### src/hw/rtl/bfc_pkg.sv
// ----------------------------------------------------------------------------
// Buddy free coalescer package
// Field widths, operation codes and the item types shared by the modules.
// ----------------------------------------------------------------------------
`default_nettype none

package bfc_pkg;

   localparam int OP_W        = 1;
   localparam int ORDER_W     = 4;
   localparam int ADDRESS_W   = 10;
   localparam int MERGE_W     = 4;
   localparam int REQ_DATA_W  = 16;
   localparam int REQ_USER_W  = 1;
   localparam int RSP_DATA_W  = 24;
   localparam int RSP_USER_W  = 1;

   localparam logic [OP_W-1:0] OP_LOAD    = 1'b0;
   localparam logic [OP_W-1:0] OP_RELEASE = 1'b1;

   typedef struct packed {
      logic [OP_W-1:0]      operation;
      logic [ORDER_W-1:0]   order;
      logic [ADDRESS_W-1:0] address;
   } bfc_request_type;

   typedef struct packed {
      logic [ORDER_W-1:0]   final_order;
      logic [ADDRESS_W-1:0] final_address;
      logic [MERGE_W-1:0]   merge_count;
      logic                 misaligned;
   } bfc_result_type;

endpackage

`default_nettype wire

### src/hw/rtl/bfc_ram.sv
// ----------------------------------------------------------------------------
// Buddy free coalescer generic RAM
// Simple dual-port RAM, one write and one registered read port.
// ----------------------------------------------------------------------------
`default_nettype none

module bfc_ram #(
   parameter int WIDTH = 1,
   parameter int DEPTH = 2047
) (
   input  wire logic                     clock,
   input  wire logic                     wr_en,
   input  wire logic [$clog2(DEPTH)-1:0] wr_addr,
   input  wire logic [WIDTH-1:0]         wr_data,
   input  wire logic                     rd_en,
   input  wire logic [$clog2(DEPTH)-1:0] rd_addr,
   output logic      [WIDTH-1:0]         rd_data
);

   logic [WIDTH-1:0] mem_ff [DEPTH];

   always_ff @(posedge clock) begin
      if (wr_en) begin
         mem_ff[wr_addr] <= wr_data;
      end
   end

   always_ff @(posedge clock) begin
      if (rd_en) begin
         rd_data <= mem_ff[rd_addr];
      end
   end

endmodule

`default_nettype wire

### src/hw/rtl/bfc_ctrl.sv
// ----------------------------------------------------------------------------
// Buddy free coalescer sequencer
// Clears the free map, then walks each item's buddy chain one order a cycle.
// ----------------------------------------------------------------------------
`default_nettype none

module bfc_ctrl #(
   parameter int NUM_ORDERS = 11
) (
   input  wire logic                    clock,
   input  wire logic                    reset,
   input  wire bfc_pkg::bfc_request_type req,
   input  wire logic                    req_valid,
   output logic                         req_ready,
   output bfc_pkg::bfc_result_type      res,
   output logic                         res_valid,
   input  wire logic                    res_ready,
   output logic                         mem_we,
   output logic [NUM_ORDERS-1:0]        mem_waddr,
   output logic [0:0]                   mem_wdata,
   output logic                         mem_re,
   output logic [NUM_ORDERS-1:0]        mem_raddr,
   input  wire logic [0:0]              mem_rdata
);

   import bfc_pkg::*;

   localparam int KW        = $clog2(NUM_ORDERS);
   localparam int AW        = NUM_ORDERS - 1;
   localparam int IW        = NUM_ORDERS;
   localparam int MAP_DEPTH = (1 << NUM_ORDERS) - 1;

   typedef enum logic [5:0] {
      ST_CLEAR = 6'b000001,
      ST_IDLE  = 6'b000010,
      ST_EVAL  = 6'b000100,
      ST_CHECK = 6'b001000,
      ST_FINAL = 6'b010000,
      ST_DONE  = 6'b100000
   } state_type;

   state_type            state_ff, state_in;
   logic [OP_W-1:0]      op_ff, op_in;
   logic [ORDER_W-1:0]   ord_ff, ord_in;
   logic [ADDRESS_W-1:0] adr_ff, adr_in;
   logic [KW-1:0]        k_ff, k_in;
   logic [AW-1:0]        a_ff, a_in;
   logic [KW-1:0]        mrg_ff, mrg_in;
   logic [IW-1:0]        bud_ff, bud_in;
   logic [IW-1:0]        clr_ff, clr_in;
   bfc_result_type       res_ff, res_in;

   // map position of block (k, a): orders stacked from the finest up
   function automatic logic [IW-1:0] map_idx(input logic [KW-1:0] k, input logic [AW-1:0] a);
      logic [31:0] full;
      logic [31:0] pos;
      full = 32'd1 << NUM_ORDERS;
      pos  = full - (full >> k) + (32'(a) >> k);
      return pos[IW-1:0];
   endfunction

   function automatic logic [AW-1:0] size_bit(input logic [KW-1:0] k);
      logic [31:0] b;
      b = 32'd1 << k;
      return b[AW-1:0];
   endfunction

   function automatic logic below_top(input logic [KW-1:0] k);
      return (32'(k) + 32'd1) < 32'(NUM_ORDERS);
   endfunction

   logic [31:0]   ev_ord32;
   logic [31:0]   ev_adr32;
   logic          ev_bad;
   logic [KW-1:0] ev_k;
   logic [AW-1:0] ev_a;
   logic [IW-1:0] ev_bud;
   logic [KW-1:0] ck_k;
   logic [AW-1:0] ck_a;
   logic [IW-1:0] ck_bud;
   logic [IW-1:0] fin_idx;

   assign ev_ord32 = 32'(ord_ff);
   assign ev_adr32 = 32'(adr_ff);
   assign ev_bad   = (ev_ord32 >= 32'(NUM_ORDERS)) || ((ev_adr32 >> AW) != 32'd0) ||
                     ((ev_adr32 & ((32'd1 << ev_ord32) - 32'd1)) != 32'd0);
   assign ev_k     = ev_ord32[KW-1:0];
   assign ev_a     = ev_adr32[AW-1:0];
   assign ev_bud   = map_idx(ev_k, ev_a ^ size_bit(ev_k));
   assign ck_k     = k_ff + KW'(1);
   assign ck_a     = a_ff & ~size_bit(k_ff);
   assign ck_bud   = map_idx(ck_k, ck_a ^ size_bit(ck_k));
   assign fin_idx  = map_idx(k_ff, a_ff);

   always_comb begin
      state_in  = state_ff;
      op_in     = op_ff;
      ord_in    = ord_ff;
      adr_in    = adr_ff;
      k_in      = k_ff;
      a_in      = a_ff;
      mrg_in    = mrg_ff;
      bud_in    = bud_ff;
      clr_in    = clr_ff;
      res_in    = res_ff;
      mem_we    = 1'b0;
      mem_waddr = '0;
      mem_wdata = 1'b0;
      mem_re    = 1'b0;
      mem_raddr = '0;
      case (state_ff)
         ST_CLEAR: begin
            mem_we    = 1'b1;
            mem_waddr = clr_ff;
            if (clr_ff == IW'(MAP_DEPTH - 1)) begin
               state_in = ST_IDLE;
            end else begin
               clr_in = clr_ff + IW'(1);
            end
         end
         ST_IDLE: begin
            if (req_valid) begin
               op_in    = req.operation;
               ord_in   = req.order;
               adr_in   = req.address;
               state_in = ST_EVAL;
            end
         end
         ST_EVAL: begin
            if (ev_bad) begin
               res_in.final_order   = ord_ff;
               res_in.final_address = adr_ff;
               res_in.merge_count   = '0;
               res_in.misaligned    = 1'b1;
               state_in             = ST_DONE;
            end else begin
               k_in   = ev_k;
               a_in   = ev_a;
               mrg_in = '0;
               if (op_ff == OP_RELEASE && below_top(ev_k)) begin
                  mem_re    = 1'b1;
                  mem_raddr = ev_bud;
                  bud_in    = ev_bud;
                  state_in  = ST_CHECK;
               end else begin
                  state_in = ST_FINAL;
               end
            end
         end
         ST_CHECK: begin
            if (mem_rdata[0]) begin
               // buddy free: take it off the map and climb one order
               mem_we    = 1'b1;
               mem_waddr = bud_ff;
               k_in      = ck_k;
               a_in      = ck_a;
               mrg_in    = mrg_ff + KW'(1);
               if (below_top(ck_k)) begin
                  mem_re    = 1'b1;
                  mem_raddr = ck_bud;
                  bud_in    = ck_bud;
               end else begin
                  state_in = ST_FINAL;
               end
            end else begin
               state_in = ST_FINAL;
            end
         end
         ST_FINAL: begin
            mem_we               = 1'b1;
            mem_waddr            = fin_idx;
            mem_wdata            = 1'b1;
            res_in.final_order   = ORDER_W'(32'(k_ff));
            res_in.final_address = ADDRESS_W'(32'(a_ff));
            res_in.merge_count   = MERGE_W'(32'(mrg_ff));
            res_in.misaligned    = 1'b0;
            state_in             = ST_DONE;
         end
         ST_DONE: begin
            if (res_ready) begin
               state_in = ST_IDLE;
            end
         end
         default: begin
            state_in = ST_CLEAR;
            clr_in   = '0;
         end
      endcase
   end

   always_ff @(posedge clock) begin
      if (reset) begin
         state_ff <= ST_CLEAR;
         clr_ff   <= '0;
      end else begin
         state_ff <= state_in;
         clr_ff   <= clr_in;
      end
   end

   always_ff @(posedge clock) begin
      op_ff  <= op_in;
      ord_ff <= ord_in;
      adr_ff <= adr_in;
      k_ff   <= k_in;
      a_ff   <= a_in;
      mrg_ff <= mrg_in;
      bud_ff <= bud_in;
      res_ff <= res_in;
   end

   assign req_ready = (state_ff == ST_IDLE);
   assign res_valid = (state_ff == ST_DONE);
   assign res       = res_ff;

endmodule

`default_nettype wire

### src/hw/rtl/buddy_free_coalescer_unit.sv
// ----------------------------------------------------------------------------
// Buddy free coalescer unit
// Buddy-system free map with release coalescing, kept in one bit RAM.
// ----------------------------------------------------------------------------
// Usage:
//   Request items arrive on req_*: tuser carries the operation (load or
//   release), tdata the block order and start address. Each item yields
//   exactly one result item on rsp_*: final order, final address and merge
//   count in tdata, the misaligned flag in tuser.
//   Timing: the sequencer accepts the item, checks it, reads the buddy's map
//   bit per order of a release and clears it while the buddy is free, marks
//   the final block and hands the result over. A misaligned item skips the
//   buddy walk and the final mark; a load skips the buddy walk. The buddy
//   chain through the map RAM sets the rate; a new item is accepted only
//   after the last result is handed over to the output register.
//   Reset: the map RAM is cleared by a pass over all 2^NUM_ORDERS - 1
//   entries (2047 by default); req_tready stays low until it completes.
//   Stall: a result waits in the output register while rsp_tready is low;
//   the next item is still accepted and worked on, and holds in its last
//   stage only once both the register and that stage are full.
// ----------------------------------------------------------------------------
`default_nettype none

module buddy_free_coalescer_unit #(
   parameter int NUM_ORDERS = 11
) (
   input  wire logic                           clock,
   input  wire logic                           reset,
   // request channel
   input  wire logic                           req_tvalid,
   output logic                                req_tready,
   // tdata: order[3:0], address[13:4], zero pad[15:14]
   input  wire logic [bfc_pkg::REQ_DATA_W-1:0] req_tdata,
   // tuser: operation[0]
   input  wire logic [bfc_pkg::REQ_USER_W-1:0] req_tuser,
   // result channel
   output logic                                rsp_tvalid,
   input  wire logic                           rsp_tready,
   // tdata: final_order[3:0], final_address[13:4], merge_count[17:14], zero pad[23:18]
   output logic      [bfc_pkg::RSP_DATA_W-1:0] rsp_tdata,
   // tuser: misaligned[0]
   output logic      [bfc_pkg::RSP_USER_W-1:0] rsp_tuser
);

   import bfc_pkg::*;

   localparam int MAP_DEPTH = (1 << NUM_ORDERS) - 1;

   bfc_request_type         req;
   bfc_result_type          res;
   logic                    res_valid;
   logic                    res_ready;
   logic                    mem_we;
   logic [NUM_ORDERS-1:0]   mem_waddr;
   logic [0:0]              mem_wdata;
   logic                    mem_re;
   logic [NUM_ORDERS-1:0]   mem_raddr;
   logic [0:0]              mem_rdata;

   logic                    out_valid_ff, out_valid_in;
   bfc_result_type          out_data_ff, out_data_in;

   // unpack the request item
   assign req.operation = req_tuser[OP_W-1:0];
   assign req.order     = req_tdata[ORDER_W-1:0];
   assign req.address   = req_tdata[ORDER_W +: ADDRESS_W];

   bfc_ctrl #(
      .NUM_ORDERS (NUM_ORDERS)
   ) u_ctrl (
      .clock     (clock),
      .reset     (reset),
      .req       (req),
      .req_valid (req_tvalid),
      .req_ready (req_tready),
      .res       (res),
      .res_valid (res_valid),
      .res_ready (res_ready),
      .mem_we    (mem_we),
      .mem_waddr (mem_waddr),
      .mem_wdata (mem_wdata),
      .mem_re    (mem_re),
      .mem_raddr (mem_raddr),
      .mem_rdata (mem_rdata)
   );

   // one free bit per block position of every order
   bfc_ram #(
      .WIDTH (1),
      .DEPTH (MAP_DEPTH)
   ) u_map (
      .clock   (clock),
      .wr_en   (mem_we),
      .wr_addr (mem_waddr),
      .wr_data (mem_wdata),
      .rd_en   (mem_re),
      .rd_addr (mem_raddr),
      .rd_data (mem_rdata)
   );

   // output register: take a new result when empty or being drained
   assign res_ready = !out_valid_ff || rsp_tready;

   always_comb begin
      out_valid_in = out_valid_ff;
      out_data_in  = out_data_ff;
      if (res_valid && res_ready) begin
         out_valid_in = 1'b1;
         out_data_in  = res;
      end else if (rsp_tready) begin
         out_valid_in = 1'b0;
      end
   end

   always_ff @(posedge clock) begin
      if (reset) begin
         out_valid_ff <= 1'b0;
      end else begin
         out_valid_ff <= out_valid_in;
      end
   end

   always_ff @(posedge clock) begin
      out_data_ff <= out_data_in;
   end

   // pack the result item, pad to whole bytes
   assign rsp_tvalid = out_valid_ff;
   assign rsp_tdata  = {(RSP_DATA_W - ORDER_W - ADDRESS_W - MERGE_W)'(0),
                        out_data_ff.merge_count,
                        out_data_ff.final_address,
                        out_data_ff.final_order};
   assign rsp_tuser  = out_data_ff.misaligned;

endmodule

`default_nettype wire

### config.mk
export PLATFORM = sky130hd
export DESIGN_NAME = buddy_free_coalescer_unit
export DESIGN_NICKNAME = d
export VERILOG_FILES = /design/src/hw/rtl/bfc_pkg.sv /design/src/hw/rtl/bfc_ram.sv /design/src/hw/rtl/bfc_ctrl.sv /design/src/hw/rtl/buddy_free_coalescer_unit.sv
export SDC_FILE = /design/constraint.sdc
export NUM_CORES = 2
export LEC_CHECK = 0
export ABC_AREA = 1
export BUFFER_PORTS_ARGS = -buffer_cell sky130_fd_sc_hd__buf_2
export CAP_MARGIN = 20
export CORE_ASPECT_RATIO = 1.25
export CORE_UTILIZATION = 40
export DETAILED_ROUTE_END_ITERATION = 8
export PLACE_DENSITY_LB_ADDON = 0.12
export SLEW_MARGIN = 40
export SYNTH_ARGS = -nofsm -noshare
export SYNTH_HDL_FRONTEND = slang
export SYNTH_SLANG_ARGS = --single-unit
export TNS_END_PERCENT = 50
### constraint.sdc
create_clock -name clock -period 35.4 [get_ports clock]
set_input_delay 5.31 -clock clock [delete_from_list [all_inputs] [get_ports clock]]
set_output_delay 5.31 -clock clock [all_outputs]
set_load 0.02 [all_outputs]
; After elaboration in Yosys (flattened, before gate mapping)
; Memories as Yosys holds them, arrays and structs flattened. A register that Yosys moved wholly into a read port is not among the register bits.
; Index checks and enable logic that the tools add are counted.
[word_totals]
regBits = 100
mem_bits_rw = 2047
in_bits = 21
output_inout_bits = 27
elab_cells = 129
mem_count = 1
[op_classes]
add_sub_neg = 12
magnitude_cmp = 3
eq_ne = 17
shifts = 10
muxes = 45
n_bitwise = 6
reduce_logical = 17
[memory_table]
columns = memory, depth, width, read_ports, rd_clocked_by_memory_dff, write_ports, line_no
row1 = u_map.mem_ff, 2047, 1, 1, 1, 1, bfc_ram.sv:20  ; logic [WIDTH-1:0] mem_ff [DEPTH];
[ops]
columns = cell, n
row1 = $mux W11, 10
row2 = $pmux W11 S2, 3
row3 = $lt A32 B4 Y1 const B, 2
row4 = $pmux W19 S2, 1
row5 = $mux W6, 6
row6 = $pmux W6 S6, 1
row7 = $shr A12 B4 Y11 const A, 3
row8 = $add A11 B11 Y11, 3
row9 = $pmux W11 S3, 1
row10 = $shr A10 B4 Y11, 3
row11 = $sub A1 B11 Y11 const A, 3
row12 = $and A10 B32 Y32, 1
row13 = $reduce_bool A32 Y1, 1
row14 = $shl A1 B4 Y32 const A, 1
row15 = $sub A32 B1 Y32 const B, 1
row16 = $shl A1 B4 Y10 const A, 3
row17 = $mux W10, 2
row18 = $pmux W10 S2, 1
row19 = $xor A10 B10 Y10, 2
row20 = $mux W19, 1
row21 = $mux W4, 4
row22 = $pmux W4 S2, 2
row23 = $ne A2 B1 Y1 const B, 6
row24 = $add A11 B1 Y11 const B, 1
row25 = other kinds (28), 48

; Logic depth before layout (Yosys ltp)
[depth]
depth_word = 9
depth_mapped = 33
depth_no_buf = 30

; By module
; A second synthesis with hierarchy kept.
[hier_totals]
cells_unflattened = 10297
hier_area_um2 = 99664.3
[by_module_without_submodules]
columns = module, instances, cells_each, area_each_um2, seq_area_each_um2
row1 = bfc_ram, 1, 9243, 91880.6, 61499.0
row2 = bfc_ctrl, 1, 1022, 7116.8, 2232.1
row3 = buddy_free_coalescer_unit, 1, 32, 666.9, 590.6

; Worst setup path before layout
; OpenSTA, ideal clock, no wires.
[synth_timing]
kind = reg-to-reg
start = register u_ctrl.state_ff[2]
end = memory u_map.mem_ff[0], data pin
setup_time_ns = 6.712
arrival_ns = 31.949
t_required_ns = 28.688
setup_slack_ns = -3.261
path_stages_with_launch = 8
path_buffers = 2
synth_period_minus_slack_ns = 38.661
cell_sequence = dfxtp_1 -> nor2_1 -> inv_1 -> nor2_1 -> inv_1 -> nor3_1 -> clkbuf_1 -> clkbuf_1
[synth_via]
elab_chain_len = 2
[synth_lines]
columns = item, line_no
row1 = start: declaration, bfc_ctrl.sv:42  ; state_type state_ff, state_in;
row2 = start signal: assignment, bfc_ctrl.sv:196  ; state_ff <= state_in;
row3 = $eq A6 B5 Y1, bfc_ctrl.sv:111  ; case (state_ff)
row4 = $mux W1, bfc_ctrl.sv:111
row5 = named net mem_wdata, buddy_free_coalescer_unit.sv:55  ; logic [0:0] mem_wdata;
row6 = end: declaration, bfc_ram.sv:20
; The timed path passes the listed nets, and every way through them passes these cells.

; Worst setup path in the final report
[layout_timing]
start = register u_ctrl.k_ff[0]
end = register u_map.rd_data (read register of u_map.mem_ff), data pin
[layout_via]
elab_chain_len = 9
elab_cells_between_ends = 18
classes_between = add/sub: 4 / order compare: 1 / shift: 4 / mux: 6 / bitwise: 3
[layout_lines]
columns = item, line_no
row1 = start: declaration, bfc_ctrl.sv:46  ; logic [KW-1:0] k_ff, k_in;
row2 = start signal: assignment, bfc_ctrl.sv:205  ; k_ff <= k_in;
row3 = branches (longest 9 deep; another with $sub A1 B11 Y11), n/a
row4 = end: declaration, bfc_ram.sv:17  ; output logic [WIDTH-1:0] rd_data
; Several ways; the timed one is not identified.
; A chain may end at the register's enable or synchronous reset.

==> flow_metrics.tcl <==
set metrics [dict create \
    synthDominantCellAreaShare_pct 64.4 \
    synth_edf_count 2130 \
    max_freq_mhz 119 \
    first_pass_iters 5 \
    skew_ps 70.9 \
    place.gp.congestion 0.825 \
    min_from "u_ctrl.res[10]" \
    timing.critical_path.from "u_ctrl.k_ff[0]" \
    fin_ws_ps 26970 \
    reg2reg_from "u_ctrl.k_ff[0]" \
    antenna_found_initial 5 \
    postCtsSetupRepairBufs 0 \
    totalWireLength_um 339000 \
    synth.cell_area_um2 99400 \
    clock-sinks 2148 \
    final-setup-viol-count 0 \
    avgSynthCellArea_um2 9.79 \
    drtIter0Drc 8660 \
    area_growth_pct 9.61 \
    clk_latency_ps 910 \
    fin_crit_sh_pct 23.8 \
    crit_fanout 71 \
    grt_pass1_wl_um 491000 \
    grt_start_max_net_pins 220 \
    p_leak_nw 38.0 \
    place_ws_ps 26350 \
    crit_type "flip-flop to flip-flop" \
    post_drt_wl_per_cell_um 25.8 \
    power_frac_seq_pct 52.8 \
    power_frac_comb_pct 3.8 \
    worstSetupEndpointType "flip-flop" \
    ys_top_cells_by_area "edfxtp_1 (64%), nand3_1 (13%), nor2_1 (8.2%)" \
    first_global_vias 72151 \
    root_buffer "clkbuf_16" \
    slew_violations 0 \
    viasPerCell 5.73 \
    cts_resized 0 \
    cpMaxStageDelayCell "buf_4" \
    worst_pin_slew_ps 926 \
    ys_ff_latch 2148 \
    slowest_delay_ps 750 \
    layout-drive-gt1-share_pct 6.49 \
    finish.utilization_pct 44.1 \
    synth_cell_types 52 \
    power.density_nw_per_um2 48.1 \
    htreeDepth 4 \
    die_h_um 559 \
    ir_drop_uv 63.2 \
    synth_cells 10155 \
    vias 75340 \
    worst-r2r-cell-count 33 \
    p_int_mw 4.05 \
    core.rowCount 204 \
    status "finished clean" \
    hp-class "flip-flop to flip-flop" \
    io_buffers 39 \
    path_common_cell "nand3_1" \
    ys.warnings.count 0 \
    synth_top_flop_cell "edfxtp_1" \
    timing_hold_violations_final 0 \
    hpwlAfterDp_um 164000 \
    fillers 24123 \
    ctsHoldBuffers 0 \
    min_period_ps 8430 \
    pin_count 48 \
    drv_cap 0 \
    swShare_pct 22.7 \
    async_reset_ff_share_pct 0 \
    drcViolationCount 0 \
    cts_inserted_buffers 225 \
    core_area_um2 247000 \
    die_w_um 448 \
    cp_data_arrival_time_ps 8990 \
    clock_path_buffers 4 \
    grt_overflow 0 \
    yosys.area.top_type "edfxtp_1" \
    clkTransAtPathRegs_ps 60 \
    setup_tns_ps 0 \
    cp-start-kind "flip-flop" \
    grt_usage_pct 26.5 \
    rsz0062_at_grt "false" \
    worstPathRequired_ps 35970 \
    maxSlewHeadroom_pct 38.2 \
    start_util_pct 40.2 \
    yosysSeqAreaShare_pct 64.7 \
    dieArea_um2 250000 \
    nets 9766 \
    ant_nets 0 \
    power_switching_mw 1.19 \
    clockPowerShare_pct 43.4 \
    whs_path_depth 0 \
    cts_tree "done" \
]
## metal layers
metal,vias up,global-route usage (%),part of all wire [%]
met2,2946,44.9,49
met3,560,3.63,7.4
met5,-,0,0.0091
met4,4,8.48,3.3
li1,33772,-,-
met1,38058,35.1,41
## synthesized netlist by cell type (17+ instances only)
master,n
nand2_1,1930
nand3_1,2512
a21oi_1,47
o21ai_0,108
buf_4,42
xor2_1,18
buf_1,33
inv_2,17
ha_1,46
dfxtp_1,18
nor2_1,2159
buf_2,315
clkbuf_1,503
inv_1,143
edfxtp_1,2130
## path summary, 6_finish.rpt
check                                     end  slack [ps]
worst min-delay path             rsp_tdata[9]         420
worst max register to register  u_map.rd_data       26970
worst min register to register   rsp_tdata[9]         420
worst max-delay path            u_map.rd_data       26970
## state kept, by name (all words and copies together), names as in the netlist, 4 cells and up
name	flops
u_map.mem_ff	2047
u_ctrl.res	19
rsp_tdata	18
u_ctrl.bud_ff	11
u_ctrl.clr_ff	11
u_ctrl.a_ff	10
u_ctrl.adr_ff	10
u_ctrl.state_ff	6
u_ctrl.ev_k	4
u_ctrl.k_ff	4
u_ctrl.mrg_ff	4
## critical path, delay by kind of cell, from the launching register on
| kind | cells | cell delay, ps |
|---|---|---|
| flops | 1 | 410 |
| buf+inv | 8 | 2670 |
| xor+xnor | 1 | 140 |
| compound gates | 2 | 290 |
| simple gates | 17 | 2620 |
| fa+ha+maj | 5 | 1800 |
## power by group through the flow
stage	Clock, mW	Sequential [mW]	Combinational (mW)
after detailed placement	0	2.82	0.200
after floorplan	0	2.81	0.0777
final	2.27	2.76	0.201
after global routing	2.40	2.76	0.208
after CTS	2.30	2.76	0.201
after global placement	0	2.82	0.192
## cells by family (layout without fill, tap and decap cells)
family | count (synthesis) | in the layout | synth area share (%)
xor+xnor | 32 | 32 | 0.282
fa+ha+maj | 49 | 49 | 0.640
flops | 2148 | 2148 | 64.7
buf+inv | 1071 | 769 | 4.72
other cells | 1 | 8 | 0.00377
compound gates | 212 | 212 | 1.20
mux | 6 | 6 | 0.0604
simple gates | 6636 | 6636 | 28.4
## area by class of cell
| cell class | instances | area (um2) | area share, % |
|---|---|---|---|
| Tap cell | 3296 | 4120 | 3.79 |
| Sequential cell | 2148 | 64300 | 59.1 |
| Inverter | 162 | 644 | 0.592 |
| Clock inverter | 108 | 885 | 0.812 |
| Timing Repair Buffer | 218 | 1960 | 1.80 |
| Clock buffer | 281 | 5880 | 5.40 |
| Antenna cell | 2 | 5.00 | 0.00460 |
| Multi-Input combinational cell | 6941 | 31100 | 28.5 |
## placed cells by master, fill, tap and decap left out, types with 18 or more instances in the layout
cell and instances:
nand3_1 2484, nor2_1 2147, edfxtp_1 2130, nand2_1 1884, clkbuf_16 227, inv_1 140
buf_4 118, o21ai_0 104, clkbuf_1 54, clkinv_1 52, a21oi_1 46, ha_1 46
buf_6 41, buf_2 39, clkinv_2 36, nand3_2 27, xor2_1 18, nand2_4 18
dfxtp_1 18
## per-stage QoR
step,hold slack (ps),power [mW],instance area (um2),cells
3_3_place_gp,408,3.01,101000,12755
2_1_floorplan,400,2.89,99400,10160
4_1_cts,421,5.27,109000,13150
6_report,420,5.23,109000,13156
5_1_grt,428,5.36,109000,13155
3_5_place_dp,405,3.02,102000,12761
Note: power is estimated with default switching activity, not from simulation.
